[src/sv/fcd_pkg.sv]
package fcd_pkg;

  localparam int MAX_WIDTH  = 4096;
  localparam int MAX_HEIGHT = 4096;

  localparam int DIM_W  = 13;                    // grid_width / grid_height registers
  localparam int COL_W  = $clog2(MAX_WIDTH);
  localparam int ROW_W  = $clog2(MAX_HEIGHT);
  localparam int IDX_W  = 24;
  localparam int VAL_W  = 8;
  localparam int PROD_W = ROW_W + DIM_W;
  localparam int WIN_N  = 9;
  localparam int WIN_CENTER = 4;

  localparam logic [DIM_W-1:0] MIN_DIM = DIM_W'(3);

  // register indexes on the config port
  localparam logic REG_GRID_WIDTH  = 1'b0;
  localparam logic REG_GRID_HEIGHT = 1'b1;

  typedef logic [1:0] cls_t;
  localparam cls_t CLS_FREE     = 2'd0;
  localparam cls_t CLS_UNKNOWN  = 2'd1;
  localparam cls_t CLS_OCCUPIED = 2'd2;

  localparam logic signed [VAL_W-1:0] VAL_UNKNOWN = -8'sd1;
  localparam logic signed [VAL_W-1:0] VAL_FREE    = 8'sd0;

  // classes of the two rows above, read from the line stores
  typedef struct packed {
    cls_t up1;
    cls_t up2;
  } lb_rd_t;

  function automatic cls_t classify(input logic signed [VAL_W-1:0] v);
    cls_t c;
    if (v == VAL_UNKNOWN) c = CLS_UNKNOWN;
    else if (v == VAL_FREE) c = CLS_FREE;
    else c = CLS_OCCUPIED;
    return c;
  endfunction

endpackage

[src/sv/fcd_window.sv]
module fcd_window import fcd_pkg::*; (
  input  logic             clk,
  input  logic             rst_n,
  input  logic             adv,
  input  cls_t             cls,
  input  lb_rd_t           rd_data,
  input  logic [COL_W-1:0] col,
  input  logic [ROW_W-1:0] row,
  output logic             hit
);

  // cell r*3+c, rows top (r-2) to bottom (r), columns left to right
  cls_t win_r   [WIN_N];
  cls_t win_nxt [WIN_N];
  logic unk_any;

  always_comb begin
    for (int r = 0; r < 3; r++) begin
      for (int c = 0; c < 2; c++) begin
        win_nxt[r*3+c] = win_r[r*3+c+1];
      end
    end
    win_nxt[2] = rd_data.up2;
    win_nxt[5] = rd_data.up1;
    win_nxt[8] = cls;
  end

  always_comb begin
    unk_any = 1'b0;
    for (int i = 0; i < WIN_N; i++) begin
      if (i != WIN_CENTER && win_nxt[i] == CLS_UNKNOWN) unk_any = 1'b1;
    end
  end

  // border rows/columns never qualify: the center lags by one row and one column
  assign hit = (col >= COL_W'(2)) && (row >= ROW_W'(2)) &&
               (win_nxt[WIN_CENTER] == CLS_FREE) && unk_any;

  always_ff @(posedge clk) begin
    if (!rst_n) begin
      for (int i = 0; i < WIN_N; i++) win_r[i] <= CLS_FREE;
    end else if (adv) begin
      win_r <= win_nxt;
    end
  end

endmodule

[config.mk]
export PLATFORM = sky130hd
export DESIGN_NAME = fcd_window
export DESIGN_NICKNAME = d
export VERILOG_FILES = /design/src/sv/fcd_pkg.sv /design/src/sv/fcd_window.sv
export SDC_FILE = /design/constraint.sdc
export NUM_CORES = 1
export LEC_CHECK = 0
export BUFFER_PORTS_ARGS = -buffer_cell sky130_fd_sc_hd__buf_2
export CELL_PAD_IN_SITES_DETAIL_PLACEMENT = 0
export CELL_PAD_IN_SITES_GLOBAL_PLACEMENT = 1
export CORE_UTILIZATION = 26
export CTS_BUF_LIST = sky130_fd_sc_hd__clkbuf_4 sky130_fd_sc_hd__clkbuf_8 sky130_fd_sc_hd__clkbuf_16
export DETAILED_ROUTE_END_ITERATION = 8
export PLACE_DENSITY_LB_ADDON = 0.1
export SYNTH_ARGS = -nofsm -noshare
export SYNTH_HDL_FRONTEND = slang
export SYNTH_SLANG_ARGS = --single-unit
[constraint.sdc]
create_clock -name clk -period 0.8 [get_ports clk]
set_input_delay 0 -clock clk [delete_from_list [all_inputs] [get_ports clk]]
set_output_delay 0 -clock clk [all_outputs]
set_load 0.01 [all_outputs]
==> results.ini, run 1 <==
[status]
status=finished with violations
violations=setup timing

[sta]
hold_violations=0
final.period_utilization=1.48
tightest_slew_ns=0.275
fmax_ghz=0.844
worst_slack_ns=-0.384
slew_headroom=0.815
fin_worst_skew_ns=0.000230
setup_viol=1
rsz0062_at_grt=yes
hold_ws_ns=0.00558
drv_slew=0
finalCriticalPeriod_ns=1.18

[worst_hold_path]
hold_end=win_nxt[9]
hold_path_class=in -> reg
whs_path_depth=3
worstHoldStart=rd_data[3]

[clock_network]
cts_sinks=12
clk_latency_ns=0.27
cts-root-buf=clkbuf_4
post_cts_buffers=0
cts_max_path_buffers=2
cts-buffers-inserted=3
cts.clk_slew.worst_paths_ns=0.08
cts_tree=done
ctsHtreeMaxLevel=1

[die]
core.rowCount=16
chipWidth_um=48.9
num_io_pins=34
die_height_um=48.9
die_area_um2=2390
core-area_um2=2020
start_util=0.283

[power]
p_switching_uw=317
cell_internal_pwr_uw=1070
switching_share=0.228
combPwrFrac=0.191
clkPwrFrac=0.343
power_leakage_uw=0.000423
power_per_cell_area_nw_per_um2=1530
ir_worst_vdd_mv=0.841
seqPwrFrac=0.466

[worst_setup_path]
reg2reg_depth=3
critical_path.endpoint_type=output pin
worstPathMaxFanout=2
worstPathRequired_ns=0.80
worst_ep_arrival_time_ns=1.18
startpoint_type=flop
path_class=reg -> out
r2r_start=win_nxt[14]
rr_endpoint=win_nxt[14]
ff2ff_setup_slack_ns=0.04

[final_layout]
largest_reg_flops=12
final_cell_mix=buf_2 (31), mux2i_1 (12), nor2b_1 (12)
fillers=210
drive_gt1_frac=0.531
layout_commonest_cell=buf_2
diodes=0
syn2layout_area_growth_pct=58.9
instances_no_fill=125
final_nets=132

[drt]
ant_nets=0
wl_mm=1.33
vias_per_cell=4.44
drc_errors=0
wire_per_inst_um=10.6
drt_pre_antenna_iters=4
vias=555
drtIter0Drc=1

[grt]
grt_pass1_vias=524
antenna_found_initial=0
grt_pass1_wl_mm=2.15
overflow=0
grt_max_degree=13
grt_use_total=0.121

[flow_run]
drv_cap=0

[yosys]
ys_seq_area_frac=0.420
yosys.area_share.adder=0
syn_inst=57
synth_seq_cells=12
syn_nets=90
synth_top_family_by_area=simple AND/OR/NAND/NOR gates
synth-simple-area-share=0.267
synth-xor-area-share=0
ys_types=13
syn_area_um2=572
avgSynthCellArea_um2=10.0
synth_compound_area_frac=0.0635
synth.mux.area_fraction=0.210
yosys_warnings=0

[placed_design]
io_buffers=31
dp.cells=120
gp_congestion=0.686
dp_hpwl_um=995

layout make-up:
cell class                 count  area [um^2]  share of cell area
multi-input combinational     41          352               0.387
sequential                    12          245               0.270
timing repair buffer          39          234               0.258
clock buffer                   4         36.3              0.0399
tap                           27         33.8              0.0372
inverter                       2         7.51             0.00826
power by group through the flow:
stage	Combinational, uW	Sequential, uW	Clock [uW]
after floorplan	110	652	0
final	266	648	476
after detailed placement	245	652	0
after CTS	265	645	496
after global placement	244	653	0
after global routing	293	652	527
per-stage QoR:
step	worst slack [ns]	TNS [ns]	area, um^2	util	total power (uW)
2_1_floorplan	0.0302	0	572	-	762
3_3_place_gp	-0.101	-0.101	811	0.401	896
3_5_place_dp	-0.103	-0.103	811	0.401	897
5_1_grt	-0.449	-0.449	908	0.449	1470
4_1_cts	-0.398	-0.398	897	0.444	1410
6_report	-0.384	-0.384	908	0.449	1390
synth_stat cells:
library cell	number	area, um^2
mux2i_1	12	120
o2111ai_1	2	17.5
clkbuf_1	1	3.75
nor2b_1	12	75.1
inv_1	2	7.51
nor3_1	2	10.0
nand2b_1	6	37.5
dfxtp_1	12	240
a311oi_1	1	8.76
nand3_1	1	5.00
o211a_1	1	10.0
buf_6	1	11.3
nor4_1	4	25.0
timing repair:
| item | in CTS | in global routing |
|---|---|---|
| gates resized for setup | 9 | 2 |
| hold endpoints to repair | 1 | 0 |
| endpoints found under the setup margin | 1 | 2 |
| pin swaps | 2 | 0 |
| hold buffers | 1 | 0 |
per-layer routing:
metal  vias up  part of all wire  GRT usage
met2        27              0.45      0.199
met5         -                 0          0
met1       241              0.45      0.137
met4         0            0.0068     0.0735
li1        285                 -          -
met3         2             0.099     0.0343
critical path: stages, from the launching register on:
cell and delay (ns):
dfxtp_2 0.33, nand2b_4 0.11, o2111ai_2 0.11, o211a_1 0.23
buf_2 0.13
cells by family after synthesis:
group                  after synthesis
flip-flops                          12
buffers and inverters                4
AO/OA/AOI/OAI                        4
multiplexers                        12
AND/OR/NAND/NOR                     25
worst max-delay path by stage:
| stage | start | to | slack, ns | cells after the start |
|---|---|---|---|---|
| after floorplan | win_nxt[3] | hit | 0.03 | 3 |
| after CTS | win_nxt[5] | hit | -0.40 | 4 |
| after global placement | win_nxt[9] | hit | -0.10 | 3 |
| after global routing | win_nxt[5] | hit | -0.45 | 4 |
| final | win_nxt[5] | hit | -0.38 | 4 |
| after detailed placement | win_nxt[11] | hit | -0.10 | 4 |
(Power assumes the default switching activity.)
==> run 2, diff against run 1 <==
CELL_PAD_IN_SITES_DETAIL_PLACEMENT = not set   (was 0)
CELL_PAD_IN_SITES_GLOBAL_PLACEMENT = not set   (was 1)
CORE_UTILIZATION = 37   (was 26)
MAX_ROUTING_LAYER = met4   (was not set)
PLACE_DENSITY = 0.73   (was not set)
PLACE_DENSITY_LB_ADDON = not set   (was 0.1)
==> run 2 against run 1 <==
The flow still finishes with violations (setup timing). Power decreased by 2.8%. Clock power decreased by 2%. Register-to-register slack about the same. Routed wire length decreased by 7.2%. Via count decreased by 0.18%. Flip-flop and latch count unchanged. Global-route usage increased by 4.9 points. Sequential power decreased by 0.9%. Combinational power decreased by 8.3%. Clock skew increased by 0.0027 ns. Utilization increased by 17 points. Critical endpoint unchanged. Largest power group unchanged.
==> results.ini, run 2 (synthesis gave the netlist of run 1 again) <==
[status]
status=finished with violations  ; unchanged
violations=setup timing  ; unchanged

[placed_design]
gp_congestion=0.699  ; was 0.686
place_ws_ns=-0.0809  ; was -0.103 ns
io_buffers=31  ; unchanged
dp_hpwl_um=965  ; was 995 um

[sta]
drv_slew=0  ; unchanged
tightest_slew_ns=0.257  ; was 0.275 ns
slew_headroom=0.827  ; was 0.815
hold_violations=0  ; unchanged
fin_worst_skew_ns=0.00296  ; was 0.000230 ns
fmax_ghz=0.867  ; was 0.844 GHz
rsz0062_at_grt=yes  ; unchanged
setup_viol=1  ; unchanged
worst_slack_ns=-0.354  ; was -0.384 ns
finalCriticalPeriod_ns=1.15  ; was 1.18 ns
hold_ws_ns=0.0118  ; was 0.00558 ns
final.period_utilization=1.44  ; was 1.48

[final_layout]
final_cell_mix=buf_2 (31), mux2i_1 (12), nor2b_1 (12)  ; unchanged
register_area_um2=243  ; was 245 um^2
drive_gt1_frac=0.449  ; was 0.531
final_nets=132  ; unchanged
largest_reg_flops=12  ; unchanged
multi_input_area_um2=309  ; was 352 um^2
diodes=0  ; unchanged
fillers=120  ; was 210
syn2layout_area_growth_pct=47.7  ; was 58.9%
layout_commonest_cell=buf_2  ; unchanged

[clock_network]
clk_latency_ns=0.26  ; was 0.27 ns
cts-root-buf=clkbuf_4  ; unchanged
cts_sinks=12  ; unchanged
ctsHtreeMaxLevel=1  ; unchanged
cts-buffers-inserted=3  ; unchanged
cts.clk_slew.worst_paths_ns=0.07  ; was 0.08 ns
cts_tree=done  ; unchanged
cts_max_path_buffers=2  ; unchanged

[die]
start_util=0.418  ; was 0.283
core-area_um2=1370  ; was 2020 um^2
die_area_um2=1710  ; was 2390 um^2
die_height_um=41.3  ; was 48.9 um
core.rowCount=13  ; was 16
num_io_pins=34  ; unchanged
chipWidth_um=41.3  ; was 48.9 um

[worst_setup_path]
critical_path.endpoint_type=output pin  ; unchanged
cpPeakStageDelay_ns=0.33  ; about the same
rr_endpoint=win_nxt[10]  ; was win_nxt[14]
ff2ff_setup_slack_ns=0.05  ; was 0.04 ns
worstPathMaxFanout=2  ; unchanged
startpoint_type=flop  ; unchanged
path_class=reg -> out  ; unchanged
reg2reg_depth=3  ; unchanged
path_cells=nand2b_1, o2111ai_1, o211a_1, buf_2  ; was nand2b_4, o2111ai_2, o211a_1, buf_2
worst_ep_arrival_time_ns=1.15  ; was 1.18 ns
crit_path_top_delay_cell=dfxtp_2  ; unchanged
worstPathRequired_ns=0.80  ; about the same
r2r_start=win_nxt[8]  ; was win_nxt[14]

[grt]
grt_pass1_wl_mm=1.75  ; was 2.15 mm
overflow=0  ; unchanged
grt_max_degree=13  ; unchanged
antenna_found_initial=0  ; unchanged
grt_pass1_vias=459  ; was 524
grt_use_total=0.170  ; was 0.121

[drt]
wire_per_inst_um=10.9  ; was 10.6 um
drc_errors=0  ; unchanged
vias=554  ; was 555
ant_nets=0  ; unchanged
wl_mm=1.23  ; was 1.33 mm
drtIter0Drc=4  ; was 1
drt_pre_antenna_iters=2  ; was 4
vias_per_cell=4.90  ; was 4.44

[worst_hold_path]
hold_path_class=in -> reg  ; unchanged
worstHoldStart=rd_data[1]  ; was rd_data[3]
whs_path_depth=3  ; unchanged
hold_end=win_nxt[15]  ; was win_nxt[9]

[power]
power_leakage_uw=0.000407  ; was 0.000423 uW
ir_worst_vdd_mv=0.967  ; was 0.841 mV
power_per_cell_area_nw_per_um2=1600  ; was 1530 nW/um^2

[flow_run]
drv_cap=0  ; unchanged

-- run 2: cell count changes in the layout (fill, tap and decap cells not counted) --
cell,delta
buf_4,+1
dfxtp_1,+2
dfxtp_2,-2
o2111ai_2,-2
buf_6,-1
o2111ai_1,+2
nand2b_4,-4
nand2b_1,+4
-- run 2: cell type report --
class,count,area share
Multi-Input combinational cell,41,0.366
Clock buffer,4,0.0430
Tap cell,15,0.0222
Timing Repair Buffer,39,0.273
Sequential cell,12,0.287
Inverter,2,0.00889
-- run 2: how the worst max path moves through the flow --
| stage | startpoint | end | slack, ns | depth (start not counted) |
|---|---|---|---|---|
| after detailed placement | win_nxt[15] | hit | -0.08 | 4 |
| final | win_nxt[15] | hit | -0.35 | 4 |
| after global placement | win_nxt[9] | hit | -0.08 | 3 |
| after CTS | win_nxt[15] | hit | -0.37 | 4 |
| after global routing | win_nxt[15] | hit | -0.43 | 4 |
| after floorplan | win_nxt[3] | hit | 0.03 | 3 |
-- run 2: metrics by stage --
stage          power, uW  TNS (ns)  cell area, um^2  utilization  std cells
2_1_floorplan        762         0              572            -         57
3_3_place_gp         891   -0.0750              796        0.582        108
3_5_place_dp         894   -0.0809              796        0.582        108
4_1_cts             1380    -0.373              845        0.618        113
5_1_grt             1430    -0.430              845        0.618        113
6_report            1350    -0.354              845        0.618        113
-- run 2: power by group --
part           total (uW)  leakage [uW]  internal, uW  switching, uW
sequential            642     0.0000990           627           15.1
clock                 465     0.0000210           276            189
combinational         244      0.000287           153           91.3
total                1350      0.000407          1060            295
-- run 2: what timing repair did --
item / in CTS / in global routing
pin swaps: 0 / 0
setup buffers: 0 / 0
endpoints found under the hold margin: 1 / 0
setup endpoints to repair: 1 / 1
resized for setup: 2 / 0
hold buffers: 1 / 0
-- run 2: worst max-delay path: cells and delay by family (launching register included) --
family | cells | cell delay, ns
buffers and inverters | 1 | 0.13
DFF | 1 | 0.33
and+or+nand+nor | 1 | 0.09
AOI/OAI and AO/OA | 2 | 0.34
-- run 2: routing by layer --
metal / track usage / wire length (um) / up-vias
met4: 0.0726 / 0 / 0
li1: - / - / 286
met2: 0.273 / 533 / 27
met5: - / 0 / -
met1: 0.197 / 573 / 241
met3: 0.0479 / 122 / 0
==> run 3, diff against run 2 <==
ABC_AREA = 1   (was not set)
==> run 3 against run 2 <==
The run still ends with setup timing left. Critical path depth grew 4. Routed wire length increased by 11%. Utilization up 1.3 points. Die area up 0.22%. Flip-flop and latch count unchanged. Area after synthesis increased by 0.22%. Synthesized cell count up 58%. Via count up 24%. Critical path type unchanged. Largest power group unchanged.
==> results.ini, run 3 <==
[status]
status=finished with violations  ; unchanged
violations=setup timing  ; unchanged

[worst_setup_path]
path_class=reg -> out  ; unchanged
rr_endpoint=win_nxt[5]  ; was win_nxt[10]
worstPathMaxFanout=2  ; unchanged
startpoint_type=flop  ; unchanged
ff2ff_setup_slack_ns=0.02  ; was 0.05 ns
reg2reg_depth=4  ; was 3
worst_ep_arrival_time_ns=1.12  ; was 1.15 ns
worstPathRequired_ns=0.80  ; about the same
critical_path.endpoint_type=output pin  ; unchanged
r2r_start=win_nxt[3]  ; was win_nxt[8]

[die]
die_height_um=41.4  ; was 41.3 um
core.rowCount=13  ; unchanged
die_area_um2=1710  ; about the same
chipWidth_um=41.4  ; was 41.3 um
start_util=0.419  ; was 0.418
core-area_um2=1370  ; unchanged
num_io_pins=34  ; unchanged

[sta]
setup_viol=1  ; unchanged
fmax_ghz=0.895  ; was 0.867 GHz
slew_headroom=0.850  ; was 0.827
hold_violations=0  ; unchanged
drv_slew=0  ; unchanged
tightest_slew_ns=0.226  ; was 0.257 ns
fin_worst_skew_ns=0.00435  ; was 0.00296 ns
final.period_utilization=1.40  ; was 1.44
rsz0062_at_grt=yes  ; unchanged
finalCriticalPeriod_ns=1.12  ; was 1.15 ns
worst_slack_ns=-0.317  ; was -0.354 ns

[worst_hold_path]
worstHoldStart=rst_n  ; was rd_data[1]
hold_path_class=in -> reg  ; unchanged
whs_path_depth=3  ; unchanged
hold_end=win_nxt[14]  ; was win_nxt[15]

[clock_network]
cts_tree=done  ; unchanged
clk_latency_ns=0.27  ; was 0.26 ns
ctsHtreeMaxLevel=1  ; unchanged
cts_max_path_buffers=2  ; unchanged
cts-buffers-inserted=3  ; unchanged
cts.clk_slew.worst_paths_ns=0.07  ; about the same
cts_sinks=12  ; unchanged
cts-root-buf=clkbuf_4  ; unchanged

[placed_design]
io_buffers=31  ; unchanged
gp_congestion=0.745  ; was 0.699
dp.cells=138  ; was 108
dp_hpwl_um=959  ; was 965 um

[final_layout]
diodes=0  ; unchanged
layout_commonest_cell=buf_2  ; unchanged
syn2layout_area_growth_pct=50.4  ; was 47.7%
final_nets=168  ; was 132
drive_gt1_frac=0.391  ; was 0.449
largest_reg_flops=12  ; unchanged
final_util=0.631  ; was 0.618
fillers=129  ; was 120
instances_no_fill=148  ; was 113
final_cell_mix=buf_2 (31), nor2_1 (25), nand2_1 (18)  ; was buf_2 (31), mux2i_1 (12), nor2b_1 (12)

[yosys]
synth_edf_count=0  ; unchanged
syn_nets=123  ; was 90
syn_area_um2=573  ; was 572 um^2
synth_largest_area_cell=dfxtp_1  ; unchanged
synthDominantCellAreaShare=0.419  ; was 0.420
ys_seq_area_frac=0.419  ; was 0.420
synth_ff_type=dfxtp_1  ; unchanged
synthTopCellsByArea=dfxtp_1 (42%), nor2_1 (17%), nand2_1 (14%), o21ai_0 (6.1%), a21oi_1 (5.2%)  ; was dfxtp_1 (42%), mux2i_1 (21%), nor2b_1 (13%), nand2b_1 (6.6%), nor4_1 (4.4%)
yosys_warnings=0  ; unchanged
yosys-top-cells-count=nor2_1 (26), nand2_1 (21), dfxtp_1 (12), inv_1 (8), o21ai_0 (7)  ; was dfxtp_1 (12), mux2i_1 (12), nor2b_1 (12), nand2b_1 (6), nor4_1 (4)
ys_types=12  ; was 13
synth_seq_cells=12  ; unchanged
synth.most_common_cell=nor2_1
syn_inst=90  ; was 57
avgSynthCellArea_um2=6.37  ; was 10.0 um^2
synth_async_sr_flop_share=0  ; unchanged

[drt]
drt_pre_antenna_iters=4  ; was 2
vias=686  ; was 554
drc_errors=0  ; unchanged
wl_mm=1.37  ; was 1.23 mm
met2WireLength_um=664  ; was 533 um
wire_per_inst_um=9.26  ; was 10.9 um
maxUsedRoutingLayer=met4  ; was met3
vias_per_cell=4.64  ; was 4.90
ant_nets=0  ; unchanged
drtIter0Drc=2  ; was 4
wl_met1_um=558  ; was 573 um
met3_length_um=143  ; was 122 um

[flow_run]
drv_cap=0  ; unchanged

[power]
power_leakage_uw=0.000443  ; was 0.000407 uW
power_per_cell_area_nw_per_um2=1500  ; was 1600 nW/um^2
ir_worst_vdd_mv=0.938  ; was 0.967 mV

[grt]
overflow=0  ; unchanged
grt_pass1_wl_mm=1.93  ; was 1.75 mm
grt_use_total=0.179  ; was 0.170
antenna_found_initial=0  ; unchanged
grt_pass1_vias=543  ; was 459
grt_max_degree=15  ; was 13

==> run 3: cell types whose count changed in the layout (fill, tap and decap cells not counted), sizes merged, moves of 2 or more <==
cell         change
nor2            +26
nand2           +21
mux2i           -12
nor2b           -12
o21ai           +12
inv              +7
a21oi            +6
nand2b           -6
dlygate4sd3      +5
nor4             -4
buf              -2
o2111ai          -2
==> run 3: worst max-delay path, stage by stage, from the launching register on <==
cell	delay, ns
dfxtp_2	0.33
inv_2	0.03
nand2_2	0.05
nand2_2	0.05
nor2_2	0.10
nand2_1	0.05
nand2_1	0.05
nor2_1	0.04
buf_2	0.13
==> run 3: worst max path at each step <==
stage	startpoint	to
floorplan	win_nxt[14]	hit
global placement	win_nxt[15]	hit
detailed placement	win_nxt[15]	hit
CTS	win_nxt[3]	hit
global route	win_nxt[15]	hit
finish	win_nxt[17]	hit
==> run 3: routing by layer <==
| layer | track usage | vias up |
|---|---|---|
| met5 | - | - |
| met4 | 0.113 | 0 |
| met3 | 0.0213 | 2 |
| met2 | 0.336 | 32 |
| met1 | 0.173 | 283 |
| li1 | - | 369 |
==> run 3: metrics by stage <==
step	setup TNS (ns)	power [uW]	setup WS, ns	hold slack (ns)	area [um^2]
after floorplan	0	793	0.0769	0.135	573
after global placement	-0.0387	904	-0.0387	0.236	758
after detailed placement	-0.0453	911	-0.0453	0.249	758
after CTS	-0.329	1290	-0.329	0.0367	851
after global routing	-0.413	1390	-0.413	0.0404	862
final	-0.317	1300	-0.317	0.0439	862
==> run 3: layout make-up <==
| cell class | count | area, um^2 | share of cell area |
|---|---|---|---|
| clock buffers | 3 | 22.5 | 0.0261 |
| flip-flops and latches | 12 | 244 | 0.283 |
| multi-input cells | 67 | 290 | 0.337 |
| repair buffers | 42 | 253 | 0.293 |
| well taps | 15 | 18.8 | 0.0218 |
| inverters | 9 | 33.8 | 0.0392 |
==> run 3: logic make-up after synthesis <==
family	count (synthesis)	synth area share
AOI/OAI and AO/OA	18	0.164
DFF	12	0.419
and+or+nand+nor	49	0.325
buffers and inverters	11	0.0917
==> run 3: timing repair <==
| action | 4_1_cts | 5_1_grt |
|---|---|---|
| hold buffers | 6 | 0 |
| setup buffers | 1 | 0 |
| pin swaps | 4 | 5 |
| setup endpoints to repair | 1 | 1 |
| gates resized for setup | 3 | 8 |
| hold endpoints to repair | 6 | 0 |
| cloned | 0 | 0 |
==> run 3: report_power, final <==
group / internal (uW) / switching [uW]
Clock: 174 / 179
Combinational: 150 / 128
Sequential: 640 / 24.7
